### config.mk
export PLATFORM = sky130hd
export DESIGN_NAME = texture_mip_chain_storage_size
export DESIGN_NICKNAME = d
export VERILOG_FILES = /design/src/rtl/tmcs_pkg.sv /design/src/rtl/texture_mip_chain_storage_size.sv
export SDC_FILE = /design/constraint.sdc
export NUM_CORES = 2
export LEC_CHECK = 0
export BUFFER_PORTS_ARGS = -buffer_cell sky130_fd_sc_hd__buf_2
export CORE_UTILIZATION = 69
export DETAILED_ROUTE_END_ITERATION = 8
export HOLD_SLACK_MARGIN = 0.12
export PLACE_DENSITY_LB_ADDON = 0.08
export SLEW_MARGIN = 20
export SYNTH_ARGS = -nofsm -noshare
export SYNTH_HDL_FRONTEND = slang
export SYNTH_SLANG_ARGS = --single-unit
### constraint.sdc
create_clock -name clock -period 28 [get_ports clock]
set_input_delay 8.4 -clock clock [delete_from_list [all_inputs] [get_ports clock]]
set_output_delay 8.4 -clock clock [all_outputs]
set_load 0.03 [all_outputs]
### src/rtl/tmcs_pkg.sv
// shared widths, field offsets and constants of the mip chain storage size block
package tmcs_pkg;

   localparam int SIZE_BITS_DEFAULT = 32;

   localparam int DIM_W   = 16;
   localparam int MIPS_W  = 8;
   localparam int BPP_W   = 8;
   localparam int BLK_W   = 5;
   localparam int BYTES_W = 32;
   localparam int MINB_W  = 2 * BLK_W;
   localparam int DEND_W  = DIM_W + 1;

   // request tdata offsets
   localparam int REQ_WIDTH_LO  = 0;
   localparam int REQ_HEIGHT_LO = REQ_WIDTH_LO + DIM_W;
   localparam int REQ_DEPTH_LO  = REQ_HEIGHT_LO + DIM_W;
   localparam int REQ_MIPS_LO   = REQ_DEPTH_LO + DIM_W;
   localparam int REQ_BPP_LO    = REQ_MIPS_LO + MIPS_W;
   localparam int REQ_BLKW_LO   = REQ_BPP_LO + BPP_W;
   localparam int REQ_BLKH_LO   = REQ_BLKW_LO + BLK_W;
   localparam int REQ_MBX_LO    = REQ_BLKH_LO + BLK_W;
   localparam int REQ_MBY_LO    = REQ_MBX_LO + BLK_W;
   localparam int REQ_USED_W    = REQ_MBY_LO + BLK_W;
   localparam int REQ_TDATA_W   = ((REQ_USED_W + 7) / 8) * 8;

   // response tdata offsets
   localparam int RSP_BYTES_LO  = 0;
   localparam int RSP_PW_LO     = RSP_BYTES_LO + BYTES_W;
   localparam int RSP_PH_LO     = RSP_PW_LO + DIM_W;
   localparam int RSP_DEPTH_LO  = RSP_PH_LO + DIM_W;
   localparam int RSP_MIPS_LO   = RSP_DEPTH_LO + DIM_W;
   localparam int RSP_USED_W    = RSP_MIPS_LO + MIPS_W;
   localparam int RSP_TDATA_W   = ((RSP_USED_W + 7) / 8) * 8;

   // remainder unit: bits per cycle and cycles per operand
   localparam int MOD_STEPS  = 6;
   localparam int MOD_CYCLES = (DEND_W + MOD_STEPS - 1) / MOD_STEPS;
   localparam int MOD_PAD_W  = MOD_STEPS * MOD_CYCLES;
   localparam int MOD_CNT_W  = (MOD_CYCLES > 1) ? $clog2(MOD_CYCLES) : 1;

   localparam int CUBE_SIDES = 6;
   localparam int BYTE_SHIFT = 3;

endpackage

### src/rtl/texture_mip_chain_storage_size.sv
// top level: storage size of a texture mip chain with a shared remainder unit and multiplier
//
// one request item describes a texture and its format blocks; one response item carries the
// total storage bytes, padded base width and height, clamped depth and clamped mip count
// request: req_tvalid/req_tready/req_tdata/req_tuser, item taken when valid and ready are high
// response: rsp_tvalid/rsp_tready/rsp_tdata, held until rsp_tready
// the base padding runs two remainders; every mip level then runs two more remainders,
// four passes through the multiplier and one accumulate, the mip count clamped to at least one
// every level goes through the single remainder unit and multiplier in turn, so one item
// is worked on at a time
// req_tready is high only while the sequencer is idle
// the response sits in its own register, so a new item is taken while it waits; if the
// receiver still stalls when the next result is done, the sequencer holds it until the
// response register frees
// reset is synchronous and clears the sequencer and the response valid; no clearing pass
module texture_mip_chain_storage_size #(
   parameter int SIZE_BITS = tmcs_pkg::SIZE_BITS_DEFAULT
) (
   input  logic                             clock,
   input  logic                             reset,
   input  logic                             req_tvalid,
   output logic                             req_tready,
   // base_width, base_height, base_depth, mip_count, bpp, block_w, block_h,
   // min_blocks_x, min_blocks_y
   input  logic [tmcs_pkg::REQ_TDATA_W-1:0] req_tdata,
   // is_cube
   input  logic                             req_tuser,
   output logic                             rsp_tvalid,
   input  logic                             rsp_tready,
   // storage_bytes, padded_width, padded_height, clamped_depth, clamped_mips
   output logic [tmcs_pkg::RSP_TDATA_W-1:0] rsp_tdata
);

   localparam int DIM_W     = tmcs_pkg::DIM_W;
   localparam int MIPS_W    = tmcs_pkg::MIPS_W;
   localparam int BPP_W     = tmcs_pkg::BPP_W;
   localparam int BLK_W     = tmcs_pkg::BLK_W;
   localparam int MINB_W    = tmcs_pkg::MINB_W;
   localparam int DEND_W    = tmcs_pkg::DEND_W;
   localparam int BYTES_W   = tmcs_pkg::BYTES_W;
   localparam int MOD_STEPS = tmcs_pkg::MOD_STEPS;
   localparam int MOD_PAD_W = tmcs_pkg::MOD_PAD_W;
   localparam int MOD_CNT_W = tmcs_pkg::MOD_CNT_W;
   localparam int PROD_W    = SIZE_BITS + DEND_W;
   localparam logic [MOD_CNT_W-1:0] MOD_LAST = MOD_CNT_W'(tmcs_pkg::MOD_CYCLES - 1);

   typedef enum logic [3:0] {
      ST_IDLE,
      ST_PAD_W,
      ST_PAD_H,
      ST_LVL_W,
      ST_LVL_H,
      ST_MUL_WH,
      ST_MUL_D,
      ST_MUL_BPP,
      ST_MUL_SIDES,
      ST_ACC,
      ST_FINISH
   } state_type;

   state_type              state_ff, state_in;
   logic [MOD_CNT_W-1:0]   mod_cnt_ff, mod_cnt_in;
   logic [BLK_W-1:0]       rem_ff, rem_in;

   logic [DIM_W-1:0]       bw_ff, bw_in, bh_ff, bh_in;
   logic [DIM_W-1:0]       depth_ff, depth_in;
   logic                   cube_ff, cube_in;
   logic [MIPS_W-1:0]      mips_ff, mips_in;
   logic [BPP_W-1:0]       bpp_ff, bpp_in;
   logic [BLK_W-1:0]       blkw_ff, blkw_in, blkh_ff, blkh_in;
   logic [MINB_W-1:0]      minw_ff, minw_in, minh_ff, minh_in;

   logic [DIM_W-1:0]       pw_ff, pw_in, ph_ff, ph_in;
   logic [DIM_W-1:0]       w_ff, w_in, h_ff, h_in, d_ff, d_in;
   logic [DEND_W-1:0]      lw_ff, lw_in, lh_ff, lh_in;
   logic [MIPS_W-1:0]      lvl_ff, lvl_in;
   logic [SIZE_BITS-1:0]   t_ff, t_in, total_ff, total_in;

   logic                   rsp_valid_ff, rsp_valid_in;
   logic [BYTES_W-1:0]     out_bytes_ff, out_bytes_in;
   logic [DIM_W-1:0]       out_pw_ff, out_pw_in, out_ph_ff, out_ph_in;
   logic [DIM_W-1:0]       out_depth_ff, out_depth_in;
   logic [MIPS_W-1:0]      out_mips_ff, out_mips_in;

   logic [BLK_W-1:0]       req_blkw, req_blkh;
   logic [DEND_W-1:0]      dend;
   logic [MOD_PAD_W-1:0]   dend_pad;
   logic [MOD_STEPS-1:0]   chunk;
   logic [BLK_W-1:0]       blk_sel;
   logic [BLK_W-1:0]       rem_step;
   logic [BLK_W:0]         r6;
   logic [DEND_W-1:0]      up;
   logic [DIM_W-1:0]       up16;
   logic [SIZE_BITS-1:0]   mul_a;
   logic [DEND_W-1:0]      mul_b;
   logic [PROD_W-1:0]      prod;
   logic                   rsp_free;

   assign req_tready = (state_ff == ST_IDLE);
   assign rsp_tvalid = rsp_valid_ff;
   assign rsp_tdata  = {out_mips_ff, out_depth_ff, out_ph_ff, out_pw_ff, out_bytes_ff};
   assign rsp_free   = !rsp_valid_ff || rsp_tready;

   // zero block size counts as one
   always_comb begin
      req_blkw = req_tdata[tmcs_pkg::REQ_BLKW_LO +: BLK_W];
      req_blkh = req_tdata[tmcs_pkg::REQ_BLKH_LO +: BLK_W];
      if (req_blkw == '0) begin
         req_blkw = BLK_W'(1);
      end
      if (req_blkh == '0) begin
         req_blkh = BLK_W'(1);
      end
   end

   // remainder unit: value plus block minus one, modulo block, MOD_STEPS bits per cycle
   always_comb begin
      case (state_ff)
         ST_PAD_W: dend = DEND_W'(bw_ff) + DEND_W'(blkw_ff) - DEND_W'(1);
         ST_PAD_H: dend = DEND_W'(bh_ff) + DEND_W'(blkh_ff) - DEND_W'(1);
         ST_LVL_W: dend = DEND_W'(w_ff) + DEND_W'(blkw_ff) - DEND_W'(1);
         ST_LVL_H: dend = DEND_W'(h_ff) + DEND_W'(blkh_ff) - DEND_W'(1);
         default:  dend = '0;
      endcase
      blk_sel  = (state_ff == ST_PAD_W || state_ff == ST_LVL_W) ? blkw_ff : blkh_ff;
      dend_pad = MOD_PAD_W'(dend);
      chunk    = dend_pad[MOD_PAD_W - 1 - int'(mod_cnt_ff) * MOD_STEPS -: MOD_STEPS];
      rem_step = rem_ff;
      r6       = '0;
      for (int j = 0; j < MOD_STEPS; j++) begin
         r6 = {rem_step, chunk[MOD_STEPS-1-j]};
         if (r6 >= {1'b0, blk_sel}) begin
            r6 = r6 - {1'b0, blk_sel};
         end
         rem_step = r6[BLK_W-1:0];
      end
      up   = dend - DEND_W'(rem_step);
      up16 = up[DIM_W-1:0];
   end

   // shared multiplier
   always_comb begin
      case (state_ff)
         ST_MUL_WH: begin
            mul_a = SIZE_BITS'(lw_ff);
            mul_b = lh_ff;
         end
         ST_MUL_D: begin
            mul_a = t_ff;
            mul_b = DEND_W'(d_ff);
         end
         ST_MUL_BPP: begin
            mul_a = t_ff;
            mul_b = DEND_W'(bpp_ff);
         end
         ST_MUL_SIDES: begin
            mul_a = t_ff >> tmcs_pkg::BYTE_SHIFT;
            mul_b = cube_ff ? DEND_W'(tmcs_pkg::CUBE_SIDES) : DEND_W'(1);
         end
         default: begin
            mul_a = t_ff;
            mul_b = '0;
         end
      endcase
      prod = PROD_W'(mul_a) * PROD_W'(mul_b);
   end

   always_comb begin
      state_in     = state_ff;
      mod_cnt_in   = mod_cnt_ff;
      rem_in       = rem_ff;
      bw_in        = bw_ff;
      bh_in        = bh_ff;
      depth_in     = depth_ff;
      cube_in      = cube_ff;
      mips_in      = mips_ff;
      bpp_in       = bpp_ff;
      blkw_in      = blkw_ff;
      blkh_in      = blkh_ff;
      minw_in      = minw_ff;
      minh_in      = minh_ff;
      pw_in        = pw_ff;
      ph_in        = ph_ff;
      w_in         = w_ff;
      h_in         = h_ff;
      d_in         = d_ff;
      lw_in        = lw_ff;
      lh_in        = lh_ff;
      lvl_in       = lvl_ff;
      t_in         = t_ff;
      total_in     = total_ff;
      rsp_valid_in = rsp_valid_ff;
      out_bytes_in = out_bytes_ff;
      out_pw_in    = out_pw_ff;
      out_ph_in    = out_ph_ff;
      out_depth_in = out_depth_ff;
      out_mips_in  = out_mips_ff;

      if (rsp_valid_ff && rsp_tready) begin
         rsp_valid_in = 1'b0;
      end

      case (state_ff)
         ST_IDLE: begin
            if (req_tvalid) begin
               bw_in    = req_tdata[tmcs_pkg::REQ_WIDTH_LO +: DIM_W];
               bh_in    = req_tdata[tmcs_pkg::REQ_HEIGHT_LO +: DIM_W];
               depth_in = req_tdata[tmcs_pkg::REQ_DEPTH_LO +: DIM_W];
               if (depth_in == '0) begin
                  depth_in = DIM_W'(1);
               end
               mips_in = req_tdata[tmcs_pkg::REQ_MIPS_LO +: MIPS_W];
               if (mips_in == '0) begin
                  mips_in = MIPS_W'(1);
               end
               cube_in    = req_tuser;
               bpp_in     = req_tdata[tmcs_pkg::REQ_BPP_LO +: BPP_W];
               blkw_in    = req_blkw;
               blkh_in    = req_blkh;
               minw_in    = MINB_W'(req_blkw) * MINB_W'(req_tdata[tmcs_pkg::REQ_MBX_LO +: BLK_W]);
               minh_in    = MINB_W'(req_blkh) * MINB_W'(req_tdata[tmcs_pkg::REQ_MBY_LO +: BLK_W]);
               mod_cnt_in = '0;
               rem_in     = '0;
               state_in   = ST_PAD_W;
            end
         end
         ST_PAD_W, ST_PAD_H, ST_LVL_W, ST_LVL_H: begin
            if (mod_cnt_ff == MOD_LAST) begin
               mod_cnt_in = '0;
               rem_in     = '0;
               case (state_ff)
                  ST_PAD_W: begin
                     pw_in    = (up16 > DIM_W'(minw_ff)) ? up16 : DIM_W'(minw_ff);
                     w_in     = pw_in;
                     state_in = ST_PAD_H;
                  end
                  ST_PAD_H: begin
                     ph_in    = (up16 > DIM_W'(minh_ff)) ? up16 : DIM_W'(minh_ff);
                     h_in     = ph_in;
                     d_in     = depth_ff;
                     lvl_in   = '0;
                     total_in = '0;
                     state_in = ST_LVL_W;
                  end
                  ST_LVL_W: begin
                     lw_in    = (up > DEND_W'(minw_ff)) ? up : DEND_W'(minw_ff);
                     state_in = ST_LVL_H;
                  end
                  default: begin
                     lh_in    = (up > DEND_W'(minh_ff)) ? up : DEND_W'(minh_ff);
                     state_in = ST_MUL_WH;
                  end
               endcase
            end else begin
               mod_cnt_in = mod_cnt_ff + MOD_CNT_W'(1);
               rem_in     = rem_step;
            end
         end
         ST_MUL_WH: begin
            t_in     = prod[SIZE_BITS-1:0];
            state_in = ST_MUL_D;
         end
         ST_MUL_D: begin
            t_in     = prod[SIZE_BITS-1:0];
            state_in = ST_MUL_BPP;
         end
         ST_MUL_BPP: begin
            t_in     = prod[SIZE_BITS-1:0];
            state_in = ST_MUL_SIDES;
         end
         ST_MUL_SIDES: begin
            t_in     = prod[SIZE_BITS-1:0];
            state_in = ST_ACC;
         end
         ST_ACC: begin
            total_in = total_ff + t_ff;
            w_in     = (w_ff > DIM_W'(1)) ? (w_ff >> 1) : DIM_W'(1);
            h_in     = (h_ff > DIM_W'(1)) ? (h_ff >> 1) : DIM_W'(1);
            d_in     = (d_ff > DIM_W'(1)) ? (d_ff >> 1) : DIM_W'(1);
            lvl_in   = lvl_ff + MIPS_W'(1);
            state_in = (lvl_ff == mips_ff - MIPS_W'(1)) ? ST_FINISH : ST_LVL_W;
         end
         ST_FINISH: begin
            if (rsp_free) begin
               rsp_valid_in = 1'b1;
               out_bytes_in = total_ff[BYTES_W-1:0];
               out_pw_in    = pw_ff;
               out_ph_in    = ph_ff;
               out_depth_in = depth_ff;
               out_mips_in  = mips_ff;
               state_in     = ST_IDLE;
            end
         end
         default: begin
            state_in = ST_IDLE;
         end
      endcase
   end

   always_ff @(posedge clock) begin
      if (reset) begin
         state_ff     <= ST_IDLE;
         mod_cnt_ff   <= '0;
         rem_ff       <= '0;
         rsp_valid_ff <= 1'b0;
      end else begin
         state_ff     <= state_in;
         mod_cnt_ff   <= mod_cnt_in;
         rem_ff       <= rem_in;
         rsp_valid_ff <= rsp_valid_in;
      end
      bw_ff        <= bw_in;
      bh_ff        <= bh_in;
      depth_ff     <= depth_in;
      cube_ff      <= cube_in;
      mips_ff      <= mips_in;
      bpp_ff       <= bpp_in;
      blkw_ff      <= blkw_in;
      blkh_ff      <= blkh_in;
      minw_ff      <= minw_in;
      minh_ff      <= minh_in;
      pw_ff        <= pw_in;
      ph_ff        <= ph_in;
      w_ff         <= w_in;
      h_ff         <= h_in;
      d_ff         <= d_in;
      lw_ff        <= lw_in;
      lh_ff        <= lh_in;
      lvl_ff       <= lvl_in;
      t_ff         <= t_in;
      total_ff     <= total_in;
      out_bytes_ff <= out_bytes_in;
      out_pw_ff    <= out_pw_in;
      out_ph_ff    <= out_ph_in;
      out_depth_ff <= out_depth_in;
      out_mips_ff  <= out_mips_in;
   end

endmodule

* Word level (Yosys, flattened, before mapping) *
Cells that the tools add are included.

word-level totals
  bits in registers = 381
  input port bits = 93
  output and inout bits = 90
  logic and storage cells = 161

operators by class
  add/sub/neg operators = 20
  multiply operators = 4
  order comparisons = 13
  equal/unequal tests = 17
  shift operators = 1
  mux-type cells = 50
  bitwise gates (word level) = 1
  reductions and logical operators = 24

operators with widths
  kind                                                 number
  one-hot mux 17 bit (4 select lines)                  2
  two-way mux 16 bit                                   8
  one-hot mux 32 bit (2 select lines)                  2
  one-hot mux 16 bit (2 select lines)                  3
  adder 16 x 5 -> 17 bit                               4
  subtractor 17 x 1 -> 17 bit, second input constant   4
  two-way mux 32 bit                                   2
  two-way mux 5 bit                                    11
  > comparator 16 x 1 -> 1 bit, second input constant  3
  two-way mux 15 bit                                   3
  greater-or-equal comparator 6 x 5 -> 1 bit           6
  > comparator 17 x 10 -> 1 bit                        2
  adder 32 bit                                         1
  > comparator 16 x 10 -> 1 bit                        2
  multiplier 32 x 17 -> 32 bit                         1
  one-hot mux 4 bit (8 select lines)                   1
  subtractor 5 bit                                     6
  indexed part select 23 x 6 -> 6 bit                  1
  AND reduction 3 bit                                  7
  multiplier 5 x 5 -> 10 bit                           2
  two-way mux 10 bit                                   2
  subtractor 17 x 5 -> 17 bit                          1
  == test 4 x 3 -> 1 bit, second input constant        4
  logical NOT 16 bit                                   1
  other kinds (31)                                     51

* Longest topological paths before layout *
  word-level depth = 22
  mapped depth = 85

* Worst setup path after synthesis *
Ideal clock, no wire load.

  path type = reg2reg
  from = register blkw_ff[1]
  to = register lw_ff[2] (data pin)
  arrival time = 16.188 ns
  slack = 11.552 ns
  stages on the path, launching flop included = 81
  buffers on the path = 0
  period minus slack after synthesis = 16.448 ns
  cell sequence = edfxtp_1 -> inv_1 -> ha_1 -> inv_1 -> ha_1 -> fa_1 -> a21o_1 -> a22oi_1 -> a211oi_1 -> a311oi_1 -> mux2i_1 -> nand3b_1 -> a2111oi_0 -> a21o_1 -> ha_1 -> inv_1 -> fa_1 -> and3_1 -> (+45 left out) -> inv_1 -> fa_1 -> a21o_1 -> a21oi_1 -> nor2b_1 -> nor2_1 -> nand2_1 -> xnor2_1 -> ha_1 -> a21o_1 -> a21oi_1 -> o21ai_0 -> a21o_1 -> a21oi_1 -> nor2_1 -> a21o_1 -> nor4_4 -> mux2_2

on the way
  longest elaborated chain between the ends = 19
  elaborated cells between the ends (all ways) = 28
  those cells by class = 11 x add/sub; 7 x order compare; 1 x shift; 9 x mux

ends and longest elaborated chain
  element                                                                                RTL line                                                                      source
  start: declaration                                                                     texture_mip_chain_storage_size.sv:70                                          logic [BLK_W-1:0] blkw_ff, blkw_in, blkh_ff, blkh_in;
  start signal: assignment                                                               texture_mip_chain_storage_size.sv:318                                         blkw_ff <= blkw_in;
  adder 16 x 5 -> 17 bit, on equally long branches                                       texture_mip_chain_storage_size.sv:121, texture_mip_chain_storage_size.sv:119
  subtractor 17 x 1 -> 17 bit, on equally long branches                                  texture_mip_chain_storage_size.sv:121, texture_mip_chain_storage_size.sv:119
  one-hot mux 17 bit (4 select lines)                                                    texture_mip_chain_storage_size.sv:118                                         case (state_ff)
  indexed part select 23 x 6 -> 6 bit                                                    texture_mip_chain_storage_size.sv:127                                         chunk = dend_pad[MOD_PAD_W - 1 - int'(mod_cnt_ff) * MOD_STEPS -: MOD_STEPS];
  subtractor 5 bit / greater-or-equal comparator 6 x 5 -> 1 bit (equally long branches)  texture_mip_chain_storage_size.sv:133, texture_mip_chain_storage_size.sv:132
  two-way mux 5 bit                                                                      texture_mip_chain_storage_size.sv:132                                         if (r6 >= {1'b0, blk_sel}) begin
  subtractor 5 bit / greater-or-equal comparator 6 x 5 -> 1 bit (equally long branches)  texture_mip_chain_storage_size.sv:133, texture_mip_chain_storage_size.sv:132
  two-way mux 5 bit                                                                      texture_mip_chain_storage_size.sv:132
  (+3 left out)                                                                          -
  two-way mux 5 bit                                                                      texture_mip_chain_storage_size.sv:132
  subtractor 5 bit / greater-or-equal comparator 6 x 5 -> 1 bit (equally long branches)  texture_mip_chain_storage_size.sv:133, texture_mip_chain_storage_size.sv:132
  two-way mux 5 bit                                                                      texture_mip_chain_storage_size.sv:132
  greater-or-equal comparator 6 x 5 -> 1 bit / subtractor 5 bit (equally long branches)  texture_mip_chain_storage_size.sv:132, texture_mip_chain_storage_size.sv:133
  two-way mux 5 bit                                                                      texture_mip_chain_storage_size.sv:132
  subtractor 17 x 5 -> 17 bit *                                                          texture_mip_chain_storage_size.sv:137                                         up = dend - DEND_W'(rem_step);
  > comparator 17 x 10 -> 1 bit                                                          texture_mip_chain_storage_size.sv:246                                         lw_in = (up > DEND_W'(minw_ff)) ? up : DEND_W'(minw_ff);
  two-way mux 10 bit *                                                                   texture_mip_chain_storage_size.sv:246
  end signal: assignment                                                                 texture_mip_chain_storage_size.sv:327                                         lw_ff <= lw_in;
  end: declaration                                                                       texture_mip_chain_storage_size.sv:75                                          logic [DEND_W-1:0] lw_ff, lw_in, lh_ff, lh_in;

Mark *: on every way between the ends. The rest lies on a longest branch, timed or not.
A chain may end at the register's enable or synchronous reset.

* Final worst setup path *
  from = register blkw_ff[1]
  to = register lh_ff[2] (data pin)

on the way
  longest elaborated chain between the ends = 19
  elaborated cells between the ends (all ways) = 28
  those cells by class = 11 x add/sub; 7 x order compare; 1 x shift; 9 x mux

ends and longest elaborated chain
  element                                                                                RTL line                                                                      source
  adder 16 x 5 -> 17 bit, on equally long branches                                       texture_mip_chain_storage_size.sv:121, texture_mip_chain_storage_size.sv:119
  subtractor 17 x 1 -> 17 bit, on equally long branches                                  texture_mip_chain_storage_size.sv:121, texture_mip_chain_storage_size.sv:119
  one-hot mux 17 bit (4 select lines)                                                    texture_mip_chain_storage_size.sv:118
  indexed part select 23 x 6 -> 6 bit                                                    texture_mip_chain_storage_size.sv:127
  subtractor 5 bit / greater-or-equal comparator 6 x 5 -> 1 bit (equally long branches)  texture_mip_chain_storage_size.sv:133, texture_mip_chain_storage_size.sv:132
  two-way mux 5 bit                                                                      texture_mip_chain_storage_size.sv:132
  subtractor 5 bit / greater-or-equal comparator 6 x 5 -> 1 bit (equally long branches)  texture_mip_chain_storage_size.sv:133, texture_mip_chain_storage_size.sv:132
  two-way mux 5 bit                                                                      texture_mip_chain_storage_size.sv:132
  (+3 left out)                                                                          -
  two-way mux 5 bit                                                                      texture_mip_chain_storage_size.sv:132
  subtractor 5 bit / greater-or-equal comparator 6 x 5 -> 1 bit (equally long branches)  texture_mip_chain_storage_size.sv:133, texture_mip_chain_storage_size.sv:132
  two-way mux 5 bit                                                                      texture_mip_chain_storage_size.sv:132
  greater-or-equal comparator 6 x 5 -> 1 bit / subtractor 5 bit (equally long branches)  texture_mip_chain_storage_size.sv:132, texture_mip_chain_storage_size.sv:133
  two-way mux 5 bit                                                                      texture_mip_chain_storage_size.sv:132
  subtractor 17 x 5 -> 17 bit *                                                          texture_mip_chain_storage_size.sv:137
  > comparator 17 x 10 -> 1 bit                                                          texture_mip_chain_storage_size.sv:250                                         lh_in = (up > DEND_W'(minh_ff)) ? up : DEND_W'(minh_ff);
  two-way mux 10 bit *                                                                   texture_mip_chain_storage_size.sv:250
  end signal: assignment                                                                 texture_mip_chain_storage_size.sv:328                                         lh_ff <= lh_in;
  end: declaration                                                                       texture_mip_chain_storage_size.sv:75

Marks and branches as above.

==> results.txt <==
Synth unique cells = 93
DR WL/cell = 22.9 um
Finished Cell Area = 0.0396 mm^2
CTS max path bufs = 3
Vias = 29100
Crit-path max FO = 11
DRT iter0 DRCs = 2911
Critical Path RT = 28.34 ns
Clock Pin Slew Worst Setup and Hold Paths = 0.06 ns
Die X-Extent = 233 um
Critical path buffer and inverter count = 6
Slowest-stage cell, CP = a2111oi_0
Most frequent cell after synthesis = inv_1
Min-Delay Startpoint = pw_ff[13]$_DFFE_PP_
FMAX = 0.0472 GHz
Ys async rst share = 0
End of the worst hold path = out_pw_ff[13]$_DFFE_PP_
Port buffer count = 178
Number of cells on the worst hold path = 0
CTS resizes = 0
Final TNS setup = 0 ns
HP Class = reg2reg
Largest delay share family, worst path = compound AO/OA/AOI/OAI gates
Syn-to-layout area delta = 7.73%
Largest net degree at the start of global routing = 73
R2r setup slk = 6.80 ns
CTS tree = yes
Syn Area/Cell = 9.73 um^2
Max-cap violations = 0
DRT Pass-1 Iters = 6
Slew Viols, Final = 0
Post-cts hold buffer count = 0
Yosys warning total = 0
Status = complete, no violations
Worst slew margin = 0.199
Worst-Margin Slew = 1.20 ns
CTS sink count = 381
# rows = 84
DRC violations left = 0
Vias in the first global route = 29800
I/O pin cnt = 183
Nature of the critical path endpoint = flop
Flop and latch count out of synthesis = 381
Reg2reg path depth = 82
Critical R2R Capture = lh_ff[2]$_DFFE_PP_
Core Area = 0.0526 mm^2
RR Startpoint = blkw_ff[1]$_DFFE_PP_
Die Y = 233 um
Post-CTS Setup Repair Bufs = 0
Worst-Skew Late Latency = 0.61 ns
Sequential share of the synthesized area = 0.308
Finish-stage setup viols = 0
Fin crit share = 0.757
Crit Path Class = reg2reg
First-pass GRT wire length = 162000 um
DP HPWL = 80900 um
Die footprint = 0.0542 mm^2
Nature of the critical path startpoint = flop
Syn Std Cell Area = 0.0368 mm^2
RSZ-0062 raised after global routing = no
Yosys top cell area share = 0.301
Fill count = 3587
Via density = 6.33
Final Wtd Congestion = 1.00
ANT cells = 0
Synthesized instance count = 3777
Fraction of layout cells with a size suffix above 1 = 0.0969
Antenna violations before repair = 0
CP arrival = 21.54 ns
Clock skew = 0.0442 ns
Antenna-violating nets left = 0
Total Routing Usage GR = 0.394
Instance area after placement = 0.0383 mm^2
Clock root buffer = clkbuf_16
Nets = 4610
Main synth FF type = edfxtp_1
Grt ovf = 0
Starting density of the core = 0.700
Synth Net Count = 4506
Fin crit period = 21.20 ns
Most instantiated cells after synthesis = inv_1 (570), nand2_1 (543), edfxtp_1 (369)
H-tree depth = 2
Largest stage delay, worst path = 0.92 ns
CTS Buf Count = 41
Post-synth top area cell = edfxtp_1
EDFF count, synth = 369
Fin. Hold Viols = 0
Total wire length = 105000 um
Largest cells by area after synthesis = edfxtp_1 (30%), fa_1 (19%), ha_1 (9.8%), inv_1 (5.8%), nand2_1 (5.5%)
-- cells in the final DEF (no fill, tap or decap), drive strengths merged, types with 47 or more instances in the layout --
cell type and instances:
and2 63, nand3 47, o21ai 88, xor2 57
a21oi 145, buf 218, nand2 543, nor3 53
a21o 67, xnor2 112, fa 349, ha 287
nor2b 50, inv 574, edfxtp 369, nor2 197
mux2 51
-- logic make-up (layout without fill, tap and decap cells) --
group                      count (synthesis)  in the layout  synth area share
AOI/OAI and AO/OA                        596            596             0.112
xor gates and xnor gates                 169            169            0.0403
muxes                                     82             82            0.0241
adders and majority gates                636            636             0.288
and+or+nand+nor                         1186           1186             0.154
DFF                                      381            381             0.308
buffers and inverters                    727            861            0.0747
-- worst max-delay path by stage --
stage                               from            endpoint  slack, ns  cells after the start
floorplan           blkw_ff[1]$_DFFE_PP_  lw_ff[2]$_DFFE_PP_      11.55                     80
global placement    blkw_ff[1]$_DFFE_PP_  lw_ff[1]$_DFFE_PP_       7.84                     82
global route        blkw_ff[1]$_DFFE_PP_  lh_ff[2]$_DFFE_PP_       5.68                     82
detailed placement  blkw_ff[1]$_DFFE_PP_  lh_ff[2]$_DFFE_PP_       7.43                     82
CTS                 blkw_ff[1]$_DFFE_PP_  lh_ff[2]$_DFFE_PP_       7.14                     82
finish              blkw_ff[1]$_DFFE_PP_  lh_ff[2]$_DFFE_PP_       6.80                     82
-- metal layers --
metal,track usage,up-vias,share of wire
met5,0,-,0
met2,0.651,1571,0.48
met4,0.246,0,0.073
met3,0.0850,443,0.088
li1,-,13000,-
met1,0.469,14100,0.36
-- area by class of cell --
type,count,area (um^2),share of cell area
Timing Repair Buffer,218,1190,0.0301
Tap cell,688,861,0.0217
Multi-Input combinational cell,2669,22800,0.575
Clock buffer,46,1040,0.0264
Inverter,570,2140,0.0540
Clock inverter,27,288,0.00727
Sequential cell,381,11300,0.286
-- stage by stage --
step	worst slack, ns	hold slack (ns)	std cells	util
floorplan	11.55	0.400	3777	-
global placement	7.84	0.403	4526	0.728
detailed placement	7.43	0.405	4526	0.728
CTS	7.14	0.418	4599	0.754
global route	5.68	0.435	4599	0.754
finish	6.80	0.418	4599	0.754
-- sequential cells by signal, indices dropped and copies added, names as in the netlist, 17 cells and up --
name and count:
t_ff 32, lh_ff 17, total_ff 32, lw_ff 17
out_bytes_ff 32
Power is left out: the tool's default activity adds up to more than one toggle a clock period on the data nets, which glitch-free logic cannot reach.
